<file path="config.mk">
export PLATFORM = sky130hd
export DESIGN_NAME = dssr_cell
export DESIGN_NICKNAME = d
export VERILOG_FILES = /design/src/hdl/dense_set_swap_remove_defines.svh /design/src/hdl/dssr_pkg.sv /design/src/hdl/dssr_cell.sv
export SDC_FILE = /design/constraint.sdc
export NUM_CORES = 1
export LEC_CHECK = 0
export ABC_CLOCK_PERIOD_IN_PS = 1800
export BUFFER_PORTS_ARGS = -buffer_cell sky130_fd_sc_hd__buf_4
export CAP_MARGIN = 20
export CORE_UTILIZATION = 36
export DETAILED_ROUTE_END_ITERATION = 6
export PLACE_DENSITY = 0.74
export SETUP_SLACK_MARGIN = 0.1
export SYNTH_ARGS = -nofsm -noshare
export SYNTH_HDL_FRONTEND = slang
export SYNTH_SLANG_ARGS = --single-unit
</file>
<file path="constraint.sdc">
create_clock -name clk -period 1.8 [get_ports clk]
set_input_delay 0.09 -clock clk [delete_from_list [all_inputs] [get_ports clk]]
set_output_delay 0.09 -clock clk [all_outputs]
set_load 0.05 [all_outputs]
</file>
<file path="src/hdl/dense_set_swap_remove_defines.svh">
// Assertion macros for the dense set block.
// Each macro expects clk and rst_n in scope; no other dependencies.
`ifndef DENSE_SET_SWAP_REMOVE_DEFINES_SVH
`define DENSE_SET_SWAP_REMOVE_DEFINES_SVH

// Condition holds on every clock edge out of reset.
`define DSSR_ASSERT_ALWAYS(lbl, cond, msg) \
  lbl: assert property (@(posedge clk) disable iff (!rst_n) (cond)) else $error(msg);

// Consequent holds in the same cycle as the antecedent.
`define DSSR_ASSERT_IMPL(lbl, ante, cons, msg) \
  lbl: assert property (@(posedge clk) disable iff (!rst_n) (ante) |-> (cons)) else $error(msg);

// Consequent holds in the cycle after the antecedent.
`define DSSR_ASSERT_NEXT(lbl, ante, cons, msg) \
  lbl: assert property (@(posedge clk) disable iff (!rst_n) (ante) |=> (cons)) else $error(msg);

`endif

</file>
<file path="src/hdl/dssr_pkg.sv">
// Shared constants and types for the dense set with swap-remove.
// No dependencies; used by dssr_cell, dssr_ctrl and the top level.
package dssr_pkg;

  localparam int CAPACITY_SLOTS_DEF = 1024;

  localparam int CMD_W      = 2;
  localparam int VALUE_W    = 16;
  localparam int STATUS_W   = 2;
  localparam int OUT_W      = 10;
  localparam int OUT_DATA_W = 24;

  localparam logic [CMD_W-1:0] CMD_ADD    = 2'd0;
  localparam logic [CMD_W-1:0] CMD_REMOVE = 2'd1;
  localparam logic [CMD_W-1:0] CMD_CLEAR  = 2'd2;

  localparam logic [STATUS_W-1:0] ST_DONE     = 2'd0;
  localparam logic [STATUS_W-1:0] ST_RANGE    = 2'd1;
  localparam logic [STATUS_W-1:0] ST_FULL     = 2'd2;
  localparam logic [STATUS_W-1:0] ST_NOTFOUND = 2'd3;

  // Control flags of the search wave travelling down the cell chain.
  typedef struct packed {
    logic active;
    logic zone;   // wave has passed the last filled slot
    logic found;
  } wave_flags_t;

  typedef struct packed {
    logic [STATUS_W-1:0] status;
    logic [OUT_W-1:0]    count;
    logic [OUT_W-1:0]    slot;
  } result_t;

endpackage

</file>
<file path="src/hdl/dssr_cell.sv">
// One slot of the list: holds an entry and passes the search wave down.
// Depends on dssr_pkg.
module dssr_cell #(
  parameter int IDX_W    = 10,
  parameter int CELL_IDX = 1
) (
  input  logic                      clk,
  input  logic                      rst_n,
  input  logic                      wr_en,
  input  logic [IDX_W-1:0]          wr_idx,
  input  logic [IDX_W-1:0]          wr_val,
  input  logic [IDX_W-1:0]          key,
  input  logic [IDX_W-1:0]          count,
  input  dssr_pkg::wave_flags_t     flags_in,
  input  logic [IDX_W-1:0]          last_in,
  input  logic [IDX_W-1:0]          slot_in,
  output dssr_pkg::wave_flags_t     flags_out,
  output logic [IDX_W-1:0]          last_out,
  output logic [IDX_W-1:0]          slot_out
);

  localparam logic [IDX_W-1:0] MY_IDX = IDX_W'(CELL_IDX);

  logic [IDX_W-1:0]      data_r, data_nxt;
  dssr_pkg::wave_flags_t flags_r, flags_nxt;
  logic [IDX_W-1:0]      last_r, last_nxt;
  logic [IDX_W-1:0]      slot_r, slot_nxt;
  logic                  is_top;
  logic                  hit;

  always_comb begin
    is_top   = (count == MY_IDX);
    last_nxt = is_top ? data_r : last_in;
    hit      = flags_in.active && (flags_in.zone || is_top) && !flags_in.found &&
               (data_r == key);

    flags_nxt.active = flags_in.active;
    flags_nxt.zone   = flags_in.zone || is_top;
    flags_nxt.found  = flags_in.found || hit;
    slot_nxt         = hit ? MY_IDX : slot_in;

    // take the last entry into the freed slot
    data_nxt = data_r;
    if (wr_en && (wr_idx == MY_IDX)) begin
      data_nxt = wr_val;
    end else if (hit) begin
      data_nxt = last_nxt;
    end
  end

  always_ff @(posedge clk) begin
    if (!rst_n) begin
      flags_r <= '0;
    end else begin
      flags_r <= flags_nxt;
    end
    data_r <= data_nxt;
    last_r <= last_nxt;
    slot_r <= slot_nxt;
  end

  assign flags_out = flags_r;
  assign last_out  = last_r;
  assign slot_out  = slot_r;

endmodule

</file>
# Yosys cells after proc, flatten, opt, wreduce, memory -nomap -nowiden
# Cells that the tools add are included.
# word_totals
regBits,33
inputBits,66
out_inout_bits,23
elab_cells,20
# op_classes
eq_ne,3
mux,3
reduce_logical,8
# ops
cell,n
$mux W10,3
$eq A10 B1 Y1 const B,2
$eq A10 B10 Y1,1
$logic_and A1 B1 Y1,4
$logic_or A1 B1 Y1,2
$reduce_bool A2 Y1,1
$logic_not A1 Y1,1

# Longest topological paths before layout
# logic_depth
word_depth,7
mapped_depth,5
ltp_nobuf,4

# Worst setup path before layout
# OpenSTA, ideal clock, no wires.
# synth_path
path_type,reg-to-reg
startpoint,register data_r[5]
endpoint,register data_r[0] (enable)
setup_ns,0.319
t_arrival_ns,1.432
required_ns,1.481
slack_ns,0.049
path_stages_with_launch,6
n_path_buf,1
synth_period_minus_slack_ns,1.751
path_cell_list,edfxtp_1 xnor2_1 nand3_1 a2111oi_2 buf_4 a31o_2
# synth_via
elab_chain_cells,3
# synth_rtl
item,line_no,text
from (decl),dssr_cell.sv:24,"logic [IDX_W-1:0] data_r, data_nxt;"
from (signal assigned),dssr_cell.sv:57,data_r <= data_nxt;
$eq A10 B10 Y1,dssr_cell.sv:35,(data_r == key);
$logic_and A1 B1 Y1,dssr_cell.sv:34,hit = flags_in.active && (flags_in.zone || is_top) && !flags_in.found &&
$reduce_bool A2 Y1 (no source line),n/a,
# No other way between the ends.
# A chain may end at the register's enable or synchronous reset.

# Final worst setup path
# layout_path
startpoint,register data_r[2]
endpoint,register data_r[5] (enable)
# Same word-level chain as after synthesis.

==> run metrics <==
YS warnings 0; I/O pin count between 80 and 90; n_diodes 0; global route total overflow 0; Final min period approximately 1.7 ns; Final Setup Violations 0; Internal ~1.2 mW; Detail Route Antenna Nets 0; Leak Pwr 1.04 nW; post-layout net count approximately 280; max-cap violation count 0; crit path max fanout 10; vias in the first global route 1,243; setup TNS 0 ns; Mapped Nets 159; Slew Viols, Final 0; highest clock rate 0.597 GHz; Fill cells 237; Synth area leader dfxtp_1; Core Region around 3400 um^2; Starting Density 38.4%; top-area cell type share of the netlist area 35.4%; Worst setup EP type flop; DR pass1 iterations 4; clock skew 0.0112 ns; largest net degree at the start of global routing 12; CTS root buf clkbuf_4; DRT iter0 DRCs 28; clock power share 27.3%; sw frac about a quarter; Syn Area/Cell approximately 14 um^2; Net Switching roughly 0.41 mW; sequential share of the synthesized area between 50% and 60%; combinational power share 22.3%; Via Count 1,161; top_reg_cell synth dfxtp_1; CTS tree built; fin crit share 93.1%; drt total wl ~3500 um; Yosys cell types 24; Row Count 21; Cell Pwr Density 669 nW/um^2; hold path depth 2; Final GP Congestion around 0.7; die height 62.2 um; Residual DRC 0; Die Wd 62.2 um; commonest non-fill, non-tap cell in the layout buf_4; Worst-Skew Late Latency about 0.34 ns; Rel. slew slack 63.3%; top cells by area, synth dfxtp_1 (35%), edfxtp_1 (23%), mux2_2 (16%); Hold Crit Class primary input to flop; commonest non-fill, non-tap cells in the layout buf_4 (92), dfxtp_1 (23), dlygate4sd3_1 (23); Port Buf Inserts 88; CTS sink cnt 33; CP arrival between 1.5 and 2 ns; initial antenna violation count 0; Reg power frac 50.4%; VDD IR max 0.411 mV; gr usage total approximately 20%; global-route wire length before repair around 5700 um; share of cells above drive strength 1 57.9%; Synth Cell Area between 1000 and 1500 um^2; status finished, final reports clean; WL/cell 13.4 um; worst-case clock buffer depth 2; Register-to-Register Setup Slack 0.13 ns; critical path class flop to flop; total chip power 1.59 mW; Synth Instances 93; r2r worst-path depth 4; worst path required time 1.85 ns; Via density 4.43; final hold violation count 0; RSZ-0062 raised after global routing true; Startpoint Class flop; r2r startpoint data_r[2]$_DFFE_PP_; Hold EP data_r[2]$_DFFE_PP_; H-Tree Depth 2; Die Area 3860 um^2; area grow syn2layout 82.2%; worst r2r dst data_r[5]$_DFFE_PP_; ys async rst share 0%; clock buffer count from CTS 5; Post-synth EDFFs 10; #FFs+latches synth 33; actual slew at the worst max-slew pin roughly 0.54 ns; final HPWL from detailed placement between 2000 and 2500 um; CTS clk-pin slew, worst paths 0.10 ns; worst hold start wr_val[2]
## cell families (layout without fill, tap and decap cells)
group	Yosys count	after routing	share of synthesized area, %
xor+xnor	10	10	6.72
mux	20	20	17.6
simple gates	23	23	12.6
flops	33	33	58.4
buf+inv	3	126	1.73
compound gates	4	4	2.98
## Yosys cell counts, types with 2 or more instances
| cell type | n |
|---|---|
| nor2b_1 | 8 |
| and2b_1 | 2 |
| edfxtp_1 | 10 |
| nand3_1 | 2 |
| xnor2_1 | 10 |
| mux2_2 | 19 |
| dfxtp_1 | 23 |
| nand4_1 | 2 |
| nor4b_1 | 2 |
## critical path: stages (launching register included)
cell and delay [ns]:
edfxtp_1 0.42, xnor2_1 0.20, nand4_1 0.16, a2111oi_4 0.38
a31o_4 0.24
## registers in the layout, indices dropped and copies added (netlist names)
register	cells
last_out	10
data_r	10
slot_out	10
flags_out	3
## layout make-up
cell class / count / area (um^2) / share of cell area [%]
flip-flops and latches: 33 / 761 / 32.1
repair buffers: 117 / 952 / 40.1
well taps: 46 / 57.6 / 2.42
multi-input cells: 57 / 541 / 22.8
clock buffers: 8 / 58.8 / 2.48
inverters: 1 / 3.75 / 0.158
## what timing repair did
action                                 in CTS  in global routing
endpoints found under the hold margin      22                  0
gates resized for setup                     1                  1
gates cloned                                0                  0
buffers inserted                            0                  1
hold buffers                               23                  0
setup endpoints to repair                   7                 13
pin swaps                                   0                  3
## power by group through the flow
stage                     Combinational [mW]  Sequential [mW]  Clock [mW]
after CTS                              0.353            0.800       0.446
after detailed placement               0.311            0.817           0
final                                  0.354            0.800       0.434
after global routing                   0.373            0.803       0.468
after floorplan                       0.0500            0.914           0
after global placement                 0.307            0.816           0
## worst max-delay path by stage
stage / startpoint / to / slack (ns) / cells after the start
5_1_grt: data_r[1]$_DFFE_PP_ / data_r[5]$_DFFE_PP_ / 0.01 / 4
3_3_place_gp: count[9] / data_r[2]$_DFFE_PP_ / 0.13 / 6
6_report: data_r[2]$_DFFE_PP_ / data_r[5]$_DFFE_PP_ / 0.13 / 4
3_5_place_dp: data_r[1]$_DFFE_PP_ / slot_out[1]$_SDFF_PP0_ / 0.11 / 5
2_1_floorplan: data_r[5]$_DFFE_PP_ / data_r[0]$_DFFE_PP_ / 0.12 / 5
4_1_cts: data_r[1]$_DFFE_PP_ / slot_out[1]$_SDFF_PP0_ / 0.14 / 5
## routing by layer
| layer | up-vias | GRT usage [%] | wire (um) |
|---|---|---|---|
| li1 | 578 | - | - |
| met1 | 519 | 21.5 | 1350 |
| met2 | 57 | 33.2 | 1820 |
| met3 | 7 | 5.33 | 249 |
| met4 | 0 | 11.6 | 80 |
| met5 | - | 0 | 0 |
## stage by stage
step	std cells	utilization, %	worst slack (ns)	instance area [um^2]	hold slack, ns
2_1_floorplan	93	-	0.119	1310	0.190
3_3_place_gp	230	60.4	0.129	2050	0.271
3_5_place_dp	230	60.4	0.114	2050	0.284
4_1_cts	261	69.3	0.139	2350	0.0353
5_1_grt	262	70.0	0.0104	2370	0.0460
6_report	262	70.0	0.125	2370	0.0468
No activity file was read; power rests on OpenSTA's default activity.
