File: src/hdl/dense_set_swap_remove_defines.svh
// Assertion macros for the dense set block.
// Each macro expects clk and rst_n in scope; no other dependencies.
`ifndef DENSE_SET_SWAP_REMOVE_DEFINES_SVH
`define DENSE_SET_SWAP_REMOVE_DEFINES_SVH

// Condition holds on every clock edge out of reset.
`define DSSR_ASSERT_ALWAYS(lbl, cond, msg) \
  lbl: assert property (@(posedge clk) disable iff (!rst_n) (cond)) else $error(msg);

// Consequent holds in the same cycle as the antecedent.
`define DSSR_ASSERT_IMPL(lbl, ante, cons, msg) \
  lbl: assert property (@(posedge clk) disable iff (!rst_n) (ante) |-> (cons)) else $error(msg);

// Consequent holds in the cycle after the antecedent.
`define DSSR_ASSERT_NEXT(lbl, ante, cons, msg) \
  lbl: assert property (@(posedge clk) disable iff (!rst_n) (ante) |=> (cons)) else $error(msg);

`endif

File: src/hdl/dssr_pkg.sv
// Shared constants and types for the dense set with swap-remove.
// No dependencies; used by dssr_cell, dssr_ctrl and the top level.
package dssr_pkg;

  localparam int CAPACITY_SLOTS_DEF = 1024;

  localparam int CMD_W      = 2;
  localparam int VALUE_W    = 16;
  localparam int STATUS_W   = 2;
  localparam int OUT_W      = 10;
  localparam int OUT_DATA_W = 24;

  localparam logic [CMD_W-1:0] CMD_ADD    = 2'd0;
  localparam logic [CMD_W-1:0] CMD_REMOVE = 2'd1;
  localparam logic [CMD_W-1:0] CMD_CLEAR  = 2'd2;

  localparam logic [STATUS_W-1:0] ST_DONE     = 2'd0;
  localparam logic [STATUS_W-1:0] ST_RANGE    = 2'd1;
  localparam logic [STATUS_W-1:0] ST_FULL     = 2'd2;
  localparam logic [STATUS_W-1:0] ST_NOTFOUND = 2'd3;

  // Control flags of the search wave travelling down the cell chain.
  typedef struct packed {
    logic active;
    logic zone;   // wave has passed the last filled slot
    logic found;
  } wave_flags_t;

  typedef struct packed {
    logic [STATUS_W-1:0] status;
    logic [OUT_W-1:0]    count;
    logic [OUT_W-1:0]    slot;
  } result_t;

endpackage

File: src/hdl/dssr_ctrl.sv
// Command decode, entry count, search launch and result buffering.
// Depends on dssr_pkg and dense_set_swap_remove_defines.svh.
`include "dense_set_swap_remove_defines.svh"

module dssr_ctrl #(
  parameter  int CAPACITY_SLOTS = dssr_pkg::CAPACITY_SLOTS_DEF,
  localparam int IDX_W          = $clog2(CAPACITY_SLOTS)
) (
  input  logic                            clk,
  input  logic                            rst_n,
  input  logic                            in_tvalid,
  output logic                            in_tready,
  input  logic [dssr_pkg::VALUE_W-1:0]    in_tdata,
  input  logic [dssr_pkg::CMD_W-1:0]      in_tuser,
  output logic                            out_tvalid,
  input  logic                            out_tready,
  output logic [dssr_pkg::OUT_DATA_W-1:0] out_tdata,
  output logic [dssr_pkg::STATUS_W-1:0]   out_tuser,
  output logic                            wr_en,
  output logic [IDX_W-1:0]                wr_idx,
  output logic [IDX_W-1:0]                wr_val,
  output logic [IDX_W-1:0]                key,
  output logic [IDX_W-1:0]                count,
  output dssr_pkg::wave_flags_t           top_flags,
  input  dssr_pkg::wave_flags_t           ret_flags,
  input  logic [IDX_W-1:0]                ret_slot
);

  localparam logic [IDX_W-1:0] LAST_IDX = IDX_W'(CAPACITY_SLOTS - 1);

  typedef enum logic {ST_IDLE, ST_SEARCH} state_t;

  state_t                state_r, state_nxt;
  logic [IDX_W-1:0]      count_r, count_nxt;
  logic [IDX_W-1:0]      key_r, key_nxt;
  logic                  top_active_r, top_active_nxt;
  logic                  wr_en_r, wr_en_nxt;
  logic [IDX_W-1:0]      wr_idx_r, wr_idx_nxt;
  logic [IDX_W-1:0]      wr_val_r, wr_val_nxt;
  dssr_pkg::result_t     out_r, out_nxt;
  logic                  out_valid_r, out_valid_nxt;
  dssr_pkg::result_t     res_r, res_nxt;
  logic                  res_valid_r, res_valid_nxt;

  logic                  acc;
  logic                  in_range;
  logic                  new_valid;
  logic [dssr_pkg::STATUS_W-1:0] new_status;
  logic [IDX_W-1:0]      new_slot;
  logic [IDX_W+9:0]      slot_ext;
  logic [IDX_W+9:0]      count_ext;
  dssr_pkg::result_t     new_res;
  logic                  out_free;

  assign in_tready = (state_r == ST_IDLE) && !res_valid_r;
  assign acc       = in_tvalid && in_tready;
  assign in_range  = !in_tdata[dssr_pkg::VALUE_W-1] &&
                     ({2'b00, in_tdata[dssr_pkg::VALUE_W-2:0]} < 17'(CAPACITY_SLOTS));

  always_comb begin
    state_nxt      = state_r;
    count_nxt      = count_r;
    key_nxt        = key_r;
    top_active_nxt = 1'b0;
    wr_en_nxt      = 1'b0;
    wr_idx_nxt     = wr_idx_r;
    wr_val_nxt     = wr_val_r;
    new_valid      = 1'b0;
    new_status     = dssr_pkg::ST_DONE;
    new_slot       = '0;

    unique case (state_r)
      ST_IDLE: begin
        if (acc) begin
          new_valid = 1'b1;
          unique case (in_tuser)
            dssr_pkg::CMD_CLEAR: begin
              count_nxt = '0;
            end
            dssr_pkg::CMD_ADD: begin
              if (!in_range) begin
                new_status = dssr_pkg::ST_RANGE;
              end else if (count_r == LAST_IDX) begin
                new_status = dssr_pkg::ST_FULL;
              end else begin
                count_nxt  = count_r + 1'b1;
                wr_en_nxt  = 1'b1;
                wr_idx_nxt = count_r + 1'b1;
                wr_val_nxt = in_tdata[IDX_W-1:0];
                new_slot   = count_r + 1'b1;
              end
            end
            dssr_pkg::CMD_REMOVE: begin
              if (!in_range) begin
                new_status = dssr_pkg::ST_RANGE;
              end else begin
                // launch the wave at the top cell; result comes at the bottom
                new_valid      = 1'b0;
                key_nxt        = in_tdata[IDX_W-1:0];
                top_active_nxt = 1'b1;
                state_nxt      = ST_SEARCH;
              end
            end
            default: begin
              new_status = dssr_pkg::ST_DONE;
            end
          endcase
        end
      end
      ST_SEARCH: begin
        if (ret_flags.active) begin
          state_nxt = ST_IDLE;
          new_valid = 1'b1;
          if (ret_flags.found) begin
            count_nxt = count_r - 1'b1;
            new_slot  = ret_slot;
          end else begin
            new_status = dssr_pkg::ST_NOTFOUND;
          end
        end
      end
      default: begin
        state_nxt = ST_IDLE;
      end
    endcase

    slot_ext       = {10'd0, new_slot};
    count_ext      = {10'd0, count_nxt};
    new_res.status = new_status;
    new_res.slot   = slot_ext[dssr_pkg::OUT_W-1:0];
    new_res.count  = count_ext[dssr_pkg::OUT_W-1:0];

    // output register with one skid entry behind it
    out_free      = !out_valid_r || out_tready;
    out_nxt       = out_r;
    out_valid_nxt = out_valid_r;
    res_nxt       = res_r;
    res_valid_nxt = res_valid_r;
    if (out_free) begin
      if (res_valid_r) begin
        out_nxt       = res_r;
        out_valid_nxt = 1'b1;
        res_nxt       = new_res;
        res_valid_nxt = new_valid;
      end else begin
        out_nxt       = new_res;
        out_valid_nxt = new_valid;
      end
    end else if (new_valid) begin
      res_nxt       = new_res;
      res_valid_nxt = 1'b1;
    end
  end

  always_ff @(posedge clk) begin
    if (!rst_n) begin
      state_r      <= ST_IDLE;
      count_r      <= '0;
      top_active_r <= 1'b0;
      wr_en_r      <= 1'b0;
      out_valid_r  <= 1'b0;
      res_valid_r  <= 1'b0;
    end else begin
      state_r      <= state_nxt;
      count_r      <= count_nxt;
      top_active_r <= top_active_nxt;
      wr_en_r      <= wr_en_nxt;
      out_valid_r  <= out_valid_nxt;
      res_valid_r  <= res_valid_nxt;
    end
    key_r    <= key_nxt;
    wr_idx_r <= wr_idx_nxt;
    wr_val_r <= wr_val_nxt;
    out_r    <= out_nxt;
    res_r    <= res_nxt;
  end

  assign wr_en            = wr_en_r;
  assign wr_idx           = wr_idx_r;
  assign wr_val           = wr_val_r;
  assign key              = key_r;
  assign count            = count_r;
  assign top_flags.active = top_active_r;
  assign top_flags.zone   = 1'b0;
  assign top_flags.found  = 1'b0;

  assign out_tvalid = out_valid_r;
  assign out_tuser  = out_r.status;
  assign out_tdata  = {4'd0, out_r.count, out_r.slot};

  `DSSR_ASSERT_IMPL(a_ret_in_search, ret_flags.active, state_r == ST_SEARCH, "wave returned outside a search")
  `DSSR_ASSERT_IMPL(a_skid_behind_out, res_valid_r, out_valid_r, "skid entry held with output empty")
  `DSSR_ASSERT_NEXT(a_launch_single, top_active_r, !top_active_r, "search launched twice")
  `DSSR_ASSERT_ALWAYS(a_count_bound, count_r <= LAST_IDX, "entry count beyond capacity")

endmodule

File: config.mk
export PLATFORM = sky130hd
export DESIGN_NAME = dssr_ctrl
export DESIGN_NICKNAME = d
export VERILOG_FILES = /design/src/hdl/dssr_pkg.sv /design/src/hdl/dssr_ctrl.sv
export VERILOG_INCLUDE_DIRS = /design/src /design/src/hdl
export SDC_FILE = /design/constraint.sdc
export NUM_CORES = 1
export LEC_CHECK = 0
export BUFFER_PORTS_ARGS = -buffer_cell sky130_fd_sc_hd__buf_2
export CORE_UTILIZATION = 30
export CTS_BUF_LIST = sky130_fd_sc_hd__clkbuf_8 sky130_fd_sc_hd__clkbuf_16
export CTS_CLUSTER_SIZE = 20
export DETAILED_ROUTE_END_ITERATION = 8
export GPL_ROUTABILITY_DRIVEN = 0
export SETUP_SLACK_MARGIN = 0.2
export SLEW_MARGIN = 25
export SYNTH_ARGS = -nofsm -noshare
export SYNTH_HDL_FRONTEND = slang
export SYNTH_SLANG_ARGS = --single-unit
File: constraint.sdc
create_clock -name clk -period 7.07 [get_ports clk]
set_input_delay 1.0605 -clock clk [delete_from_list [all_inputs] [get_ports clk]]
set_output_delay 1.0605 -clock clk [all_outputs]
set_load 0.01 [all_outputs]
After elaboration in Yosys (flattened, before gate mapping)
Cells that the tools add are included.
{ "totals": {"register_bits": 89, "inputBits": 35, "word_cells": 83} }
{ "classes": {"addsub": 2, "n_lt_le_gt_ge": 1, "n_eq_ne": 4, "n_mux": 41, "n_bitwise": 6, "reduce_logical": 14} }
{ "ops": {"columns": ["operator", "n"], "rows": [
  ["$mux 10", 11],
  ["$mux 22", 4],
  ["$pmux 10 s2", 3],
  ["$lt 15x11->1 const B", 1],
  ["$mux 1", 14],
  ["$add 10x1->10 const B", 1],
  ["$eq 10x10->1 const B", 1],
  ["$mux 2", 5],
  ["$sub 10x1->10 const B", 1],
  ["$pmux 2 s2", 2],
  ["$not 1->1", 6],
  ["$reduce_and 5->1", 1],
  ["$reduce_or 5->1", 1],
  ["$pmux 1 s2", 2],
  ["$reduce_and 4->1", 1],
  ["$logic_and 1x1->1", 3],
  ["$logic_not 1->1", 3],
  ["$eq 2x1->1 const B", 1],
  ["$eq 2x2->1 const B", 1],
  ["$logic_not 2->1", 1],
  ["$ne 2x2->1 const B", 1],
  ["$reduce_and 2->1", 1],
  ["$reduce_bool 2->1", 1],
  ["$reduce_or 2->1", 1],
  ["$logic_or 1x1->1", 1]
]} }

Logic depth before layout (Yosys ltp)
{ "depth": {"depth_word": 8, "ltp_mapped": 8, "depth_no_buf": 7} }

Least setup slack after synthesis
OpenSTA, ideal clock, no wires.
{ "synth_timing": {"path_type": "input port to flip-flop", "from": "input port in_tdata[10] (netlist name)", "to": "register res_r[0] (netlist name) (enable)", "setup_ns": 0.408, "arrival_ns": 2.622, "setup_slack_ns": 4.039, "stages": 4, "path_buffers": 0, "path_cell_list": "nor2_1 > and4_1 > o21a_1 > a21oi_1"} }
{ "synth_via": {"elab_chain_len": 8} }
{ "synth_rtl": {"columns": ["item", "line", "source"], "rows": [
  ["start, declared", "dssr_ctrl.sv:13", "input logic [dssr_pkg::VALUE_W-1:0] in_tdata,"],
  ["$lt 15x11->1", "dssr_ctrl.sv:58", "({2'b00, in_tdata[dssr_pkg::VALUE_W-2:0]} < 17'(CAPACITY_SLOTS));"],
  ["$logic_and 1x1->1", "dssr_ctrl.sv:57", "assign in_range = !in_tdata[dssr_pkg::VALUE_W-1] &&"],
  ["$mux 1", "dssr_ctrl.sv:94", "if (!in_range) begin"],
  ["$mux 1", "dssr_ctrl.sv:76", "unique case (in_tuser)"],
  ["$mux 1", "dssr_ctrl.sv:74", "if (acc) begin"],
  ["$pmux 1 s2", "dssr_ctrl.sv:72", "unique case (state_r)"],
  ["$reduce_bool 2->1 (no line)", null, null],
  ["$reduce_and 2->1 (no line)", null, null],
  ["end signal, assigned", "dssr_ctrl.sv:175", "res_r <= res_nxt;"],
  ["end, declared", "dssr_ctrl.sv:42", "dssr_pkg::result_t res_r, res_nxt;"]
]} }
No other way between the ends.
A chain may end at the register's enable or synchronous reset.

Worst setup path after layout
{ "layout_timing": {"from": "input port in_tuser[0] (netlist name)", "to": "register wr_idx_r[8], in the netlist wr_idx[8] (enable)"} }
{ "layout_via": {"elab_chain_len": 2} }
{ "layout_rtl": {"columns": ["item", "line", "source"], "rows": [
  ["start, declared", "dssr_ctrl.sv:14", "input logic [dssr_pkg::CMD_W-1:0] in_tuser,"],
  ["$logic_not 2->1", "dssr_ctrl.sv:76", null],
  ["$reduce_and 5->1 (no line)", null, null],
  ["end signal, assigned", "dssr_ctrl.sv:172", "wr_idx_r <= wr_idx_nxt;"],
  ["end, declared", "dssr_ctrl.sv:38", "logic [IDX_W-1:0] wr_idx_r, wr_idx_nxt;"]
]} }
No other way between the ends.

==> summary.md <==
| Metric | Value |
|---|---|
| Status | completed |
| Post-synthesis xor/xnor area fraction | 1.34% |
| Core Box Area | 0.0127 mm2 |
| Period utilization | between 40% and 50% |
| Antenna violations before repair | 1 |
| Cell Pwr Density | approximately 230 mW/mm2 |
| Slew @ Worst Pin | between 1 and 1.5 ns |
| DRC | 0 |
| TritonCTS clock tree | done |
| CTS root buffer | clkbuf_16 |
| Worst-path clk slew | ~0.060 ns |
| Worst rel slew slack | 32.8% |
| Number of synthesized flops with an enable pin | between 70 and 80 |
| Die X | 117 um |
| Final setup fails | 0 |
| Max IR drop VDD | 121 uV |
| GRT Overall Usage | 14.7% |
| Layout cells sized above 1 | around 41% |
| Synth Area in Simple Gates | a little over an eighth |
| CP Capture Type | flip-flop |
| Yosys warnings | 0 |
| Pre-antenna DRT Iters | 4 |
| WL final | 9130 um |
| Largest family of logic cells by synthesized area | simple AND/OR/NAND/NOR gates |
| Worst Hold Class | reg -> reg |
| Routed len/inst | around 16 um |
| Post-synth ARST share | 0% |
| Cts repair resizes | 0 |
| Leak | 2.00 nW |
| Worst Skew | 0.00910 ns |
| Clock period minus worst slack | ~3.3 ns |
| Synth Area in Adders | 1.21% |
| Placed Instances | around 550 |
| Largest cells by area after synthesis | edfxtp_1 (56%), dfxtp_1 (7.6%), mux2_2 (5.2%) |
| Worst hold slack | approximately 0.54 ns |
| Synth area leader | edfxtp_1 |
| Synth Area in Compound Gates | 10.1% |
| RSZ-0062 raised after global routing | false |
| Final ANT Viol Nets | 0 |
| Vias in the first global route | 2587 |
| Main synth FF type | edfxtp_1 |
| Setup Buffers After CTS | 0 |
| Clock Latency Late Sink | ~0.34 ns |
| Buffers on Ports | 99 |
| Syn avg cell area | 13.6 um2 |
| Full die area | roughly 0.014 mm2 |
| Layout area overhead | 22.7% |
| Area fraction of the dominant cell type after synthesis | between 50% and 60% |
| GRT overflow | 0 |
| Peak Freq | approximately 310 MHz |
| Clock buffer depth | 2 |
| Detailed Place HPWL | 6350 um |
| Maximum capacitance violations | 0 |
| Drt via density | 4.64 |
| Clock sink count | 89 |
| Layout net count | approximately 420 |
| Register area share after synthesis | roughly 64% |
| Synth Cell Area | 0.00394 mm2 |
| Hold_buf cts | 0 |
| Io pins | about 110 |
| Seq cells post-synth | 89 |
| Post-Syn Instances | 289 |
| Max Fanout on Critical Path | 20 |
| Die height | 117 um |
| Max Transition Viols Final | 0 |
| Setup TNS | 0 ns |
| Non-filler cells, final | between 500 and 600 |
| Largest net degree at the start of global routing | 26 |
| # H-tree levels | 3 |
| CP startpoint kind | input pin |
| Total CTS buffers | 9 |
| Data required time of the worst path | around 7 ns |
| Initial Utilization | 30.9% |
| CP Class | in -> reg |
| 1st-iter DRT viols | 225 |
| WP data arrival | between 3 and 4 ns |
| Fin util | 38.0% |
| Vias after detailed routing | around 2.6k |
| Final hold vios | 0 |
| Mux cell area share after synthesis | between 5 and 6% |
| Yosys cell types | 63 |
| Row count | 41 |
| First-pass GRT wire length | 14400 um |
==> per-stage QoR <==
stage	power, mW	worst slack (ns)	cell area [um2]
final	1.10	3.79	4830
after global routing	1.13	3.56	4830
after CTS	1.11	3.75	4830
after detailed placement	0.647	3.39	4540
after global placement	0.646	3.44	4540
after floorplan	0.621	4.04	3950
==> path summary, 6_finish.rpt <==
kind | cells past startpoint | endpoint | slack [ns] | start
setup reg to reg | 4 | wr_idx[8]$_DFFE_PP_ | 4.16 | state_r$_SDFF_PN0_
setup / recovery | 5 | wr_idx[8]$_DFFE_PP_ | 3.79 | in_tuser[0]
hold reg to reg | 1 | out_tdata[0]$_DFFE_PP_ | 0.54 | res_r[0]$_DFFE_PP_
hold / removal | 1 | out_tdata[0]$_DFFE_PP_ | 0.54 | res_r[0]$_DFFE_PP_
==> placed cells by master, fill, tap and decap left out, types with 5 or more instances in the layout <==
cell,instances
a21oi_1,5
a31oi_1,5
and2_1,8
buf_2,99
clkbuf_16,9
conb_1,6
dfxtp_1,15
edfxtp_1,74
inv_1,9
mux2_2,18
nand2_1,26
nand3_1,15
nor2_1,17
o211ai_2,5
==> synthesized netlist by cell type (2+ instances only) <==
| library cell | count |
|---|---|
| nand4_1 | 2 |
| and2_1 | 8 |
| o31ai_1 | 2 |
| edfxtp_1 | 74 |
| mux2_2 | 18 |
| buf_4 | 7 |
| o22ai_1 | 2 |
| buf_6 | 3 |
| a22o_1 | 3 |
| nor3_1 | 4 |
| ha_1 | 3 |
| buf_2 | 4 |
| a31oi_1 | 5 |
| o21a_1 | 3 |
| clkbuf_1 | 4 |
| inv_1 | 9 |
| o22ai_2 | 2 |
| o211ai_2 | 5 |
| and3_1 | 2 |
| or2_2 | 2 |
| nand3_1 | 15 |
| a21oi_1 | 6 |
| xor2_1 | 3 |
| xnor2_1 | 3 |
| dfxtp_1 | 15 |
| nand2b_1 | 3 |
| and2_2 | 2 |
| and4_1 | 4 |
| nor2_1 | 17 |
| nand2_1 | 26 |
==> area by class of cell <==
type	count	area, um2
timing repair buffer	100	503
inverter	10	37.5
tap	172	215
clock buffer	9	225
antenna	1	2.50
sequential	89	2520
clock inverter	7	61.3
multi-input combinational	176	1260
fill	1288	7890
==> cell families after synthesis <==
kind of cell             after synthesis
multiplexers                          18
other                                  1
AND/OR/NAND/NOR                       97
flip-flops                            89
buffers and inverters                 29
adder cells (fa/ha/maj)                4
XOR/XNOR                               6
AO/OA/AOI/OAI                         45
==> layer usage <==
metal  track usage (%)  vias to the layer above  wire [um]
li1                  -                     1276          -
met5                 0                        -          0
met3              5.35                        9        639
met4              6.24                        0        152
met2              22.5                       72       4290
met1              18.6                     1258       4050
==> flip-flops by register name, indices dropped and copies added, names as in the netlist, 2 cells and up <==
signal / count
wr_idx: 10
wr_val: 10
res_r: 22
count: 10
out_tdata: 20
out_tuser: 2
key: 10
==> where the power goes <==
part	switching (mW)	leakage [nW]	internal [mW]
logic	0.0314	1.00	0.0197
clock network	0.191	0.142	0.270
registers	0.00390	0.856	0.580
total	0.227	2.00	0.870
==> worst max-delay path: stages <==
cell and delay [ns]:
buf_2 0.13, nor4b_4 0.49, and4_1 0.74, nand2_1 0.15
inv_1 0.65
(Power assumes the default switching activity.)
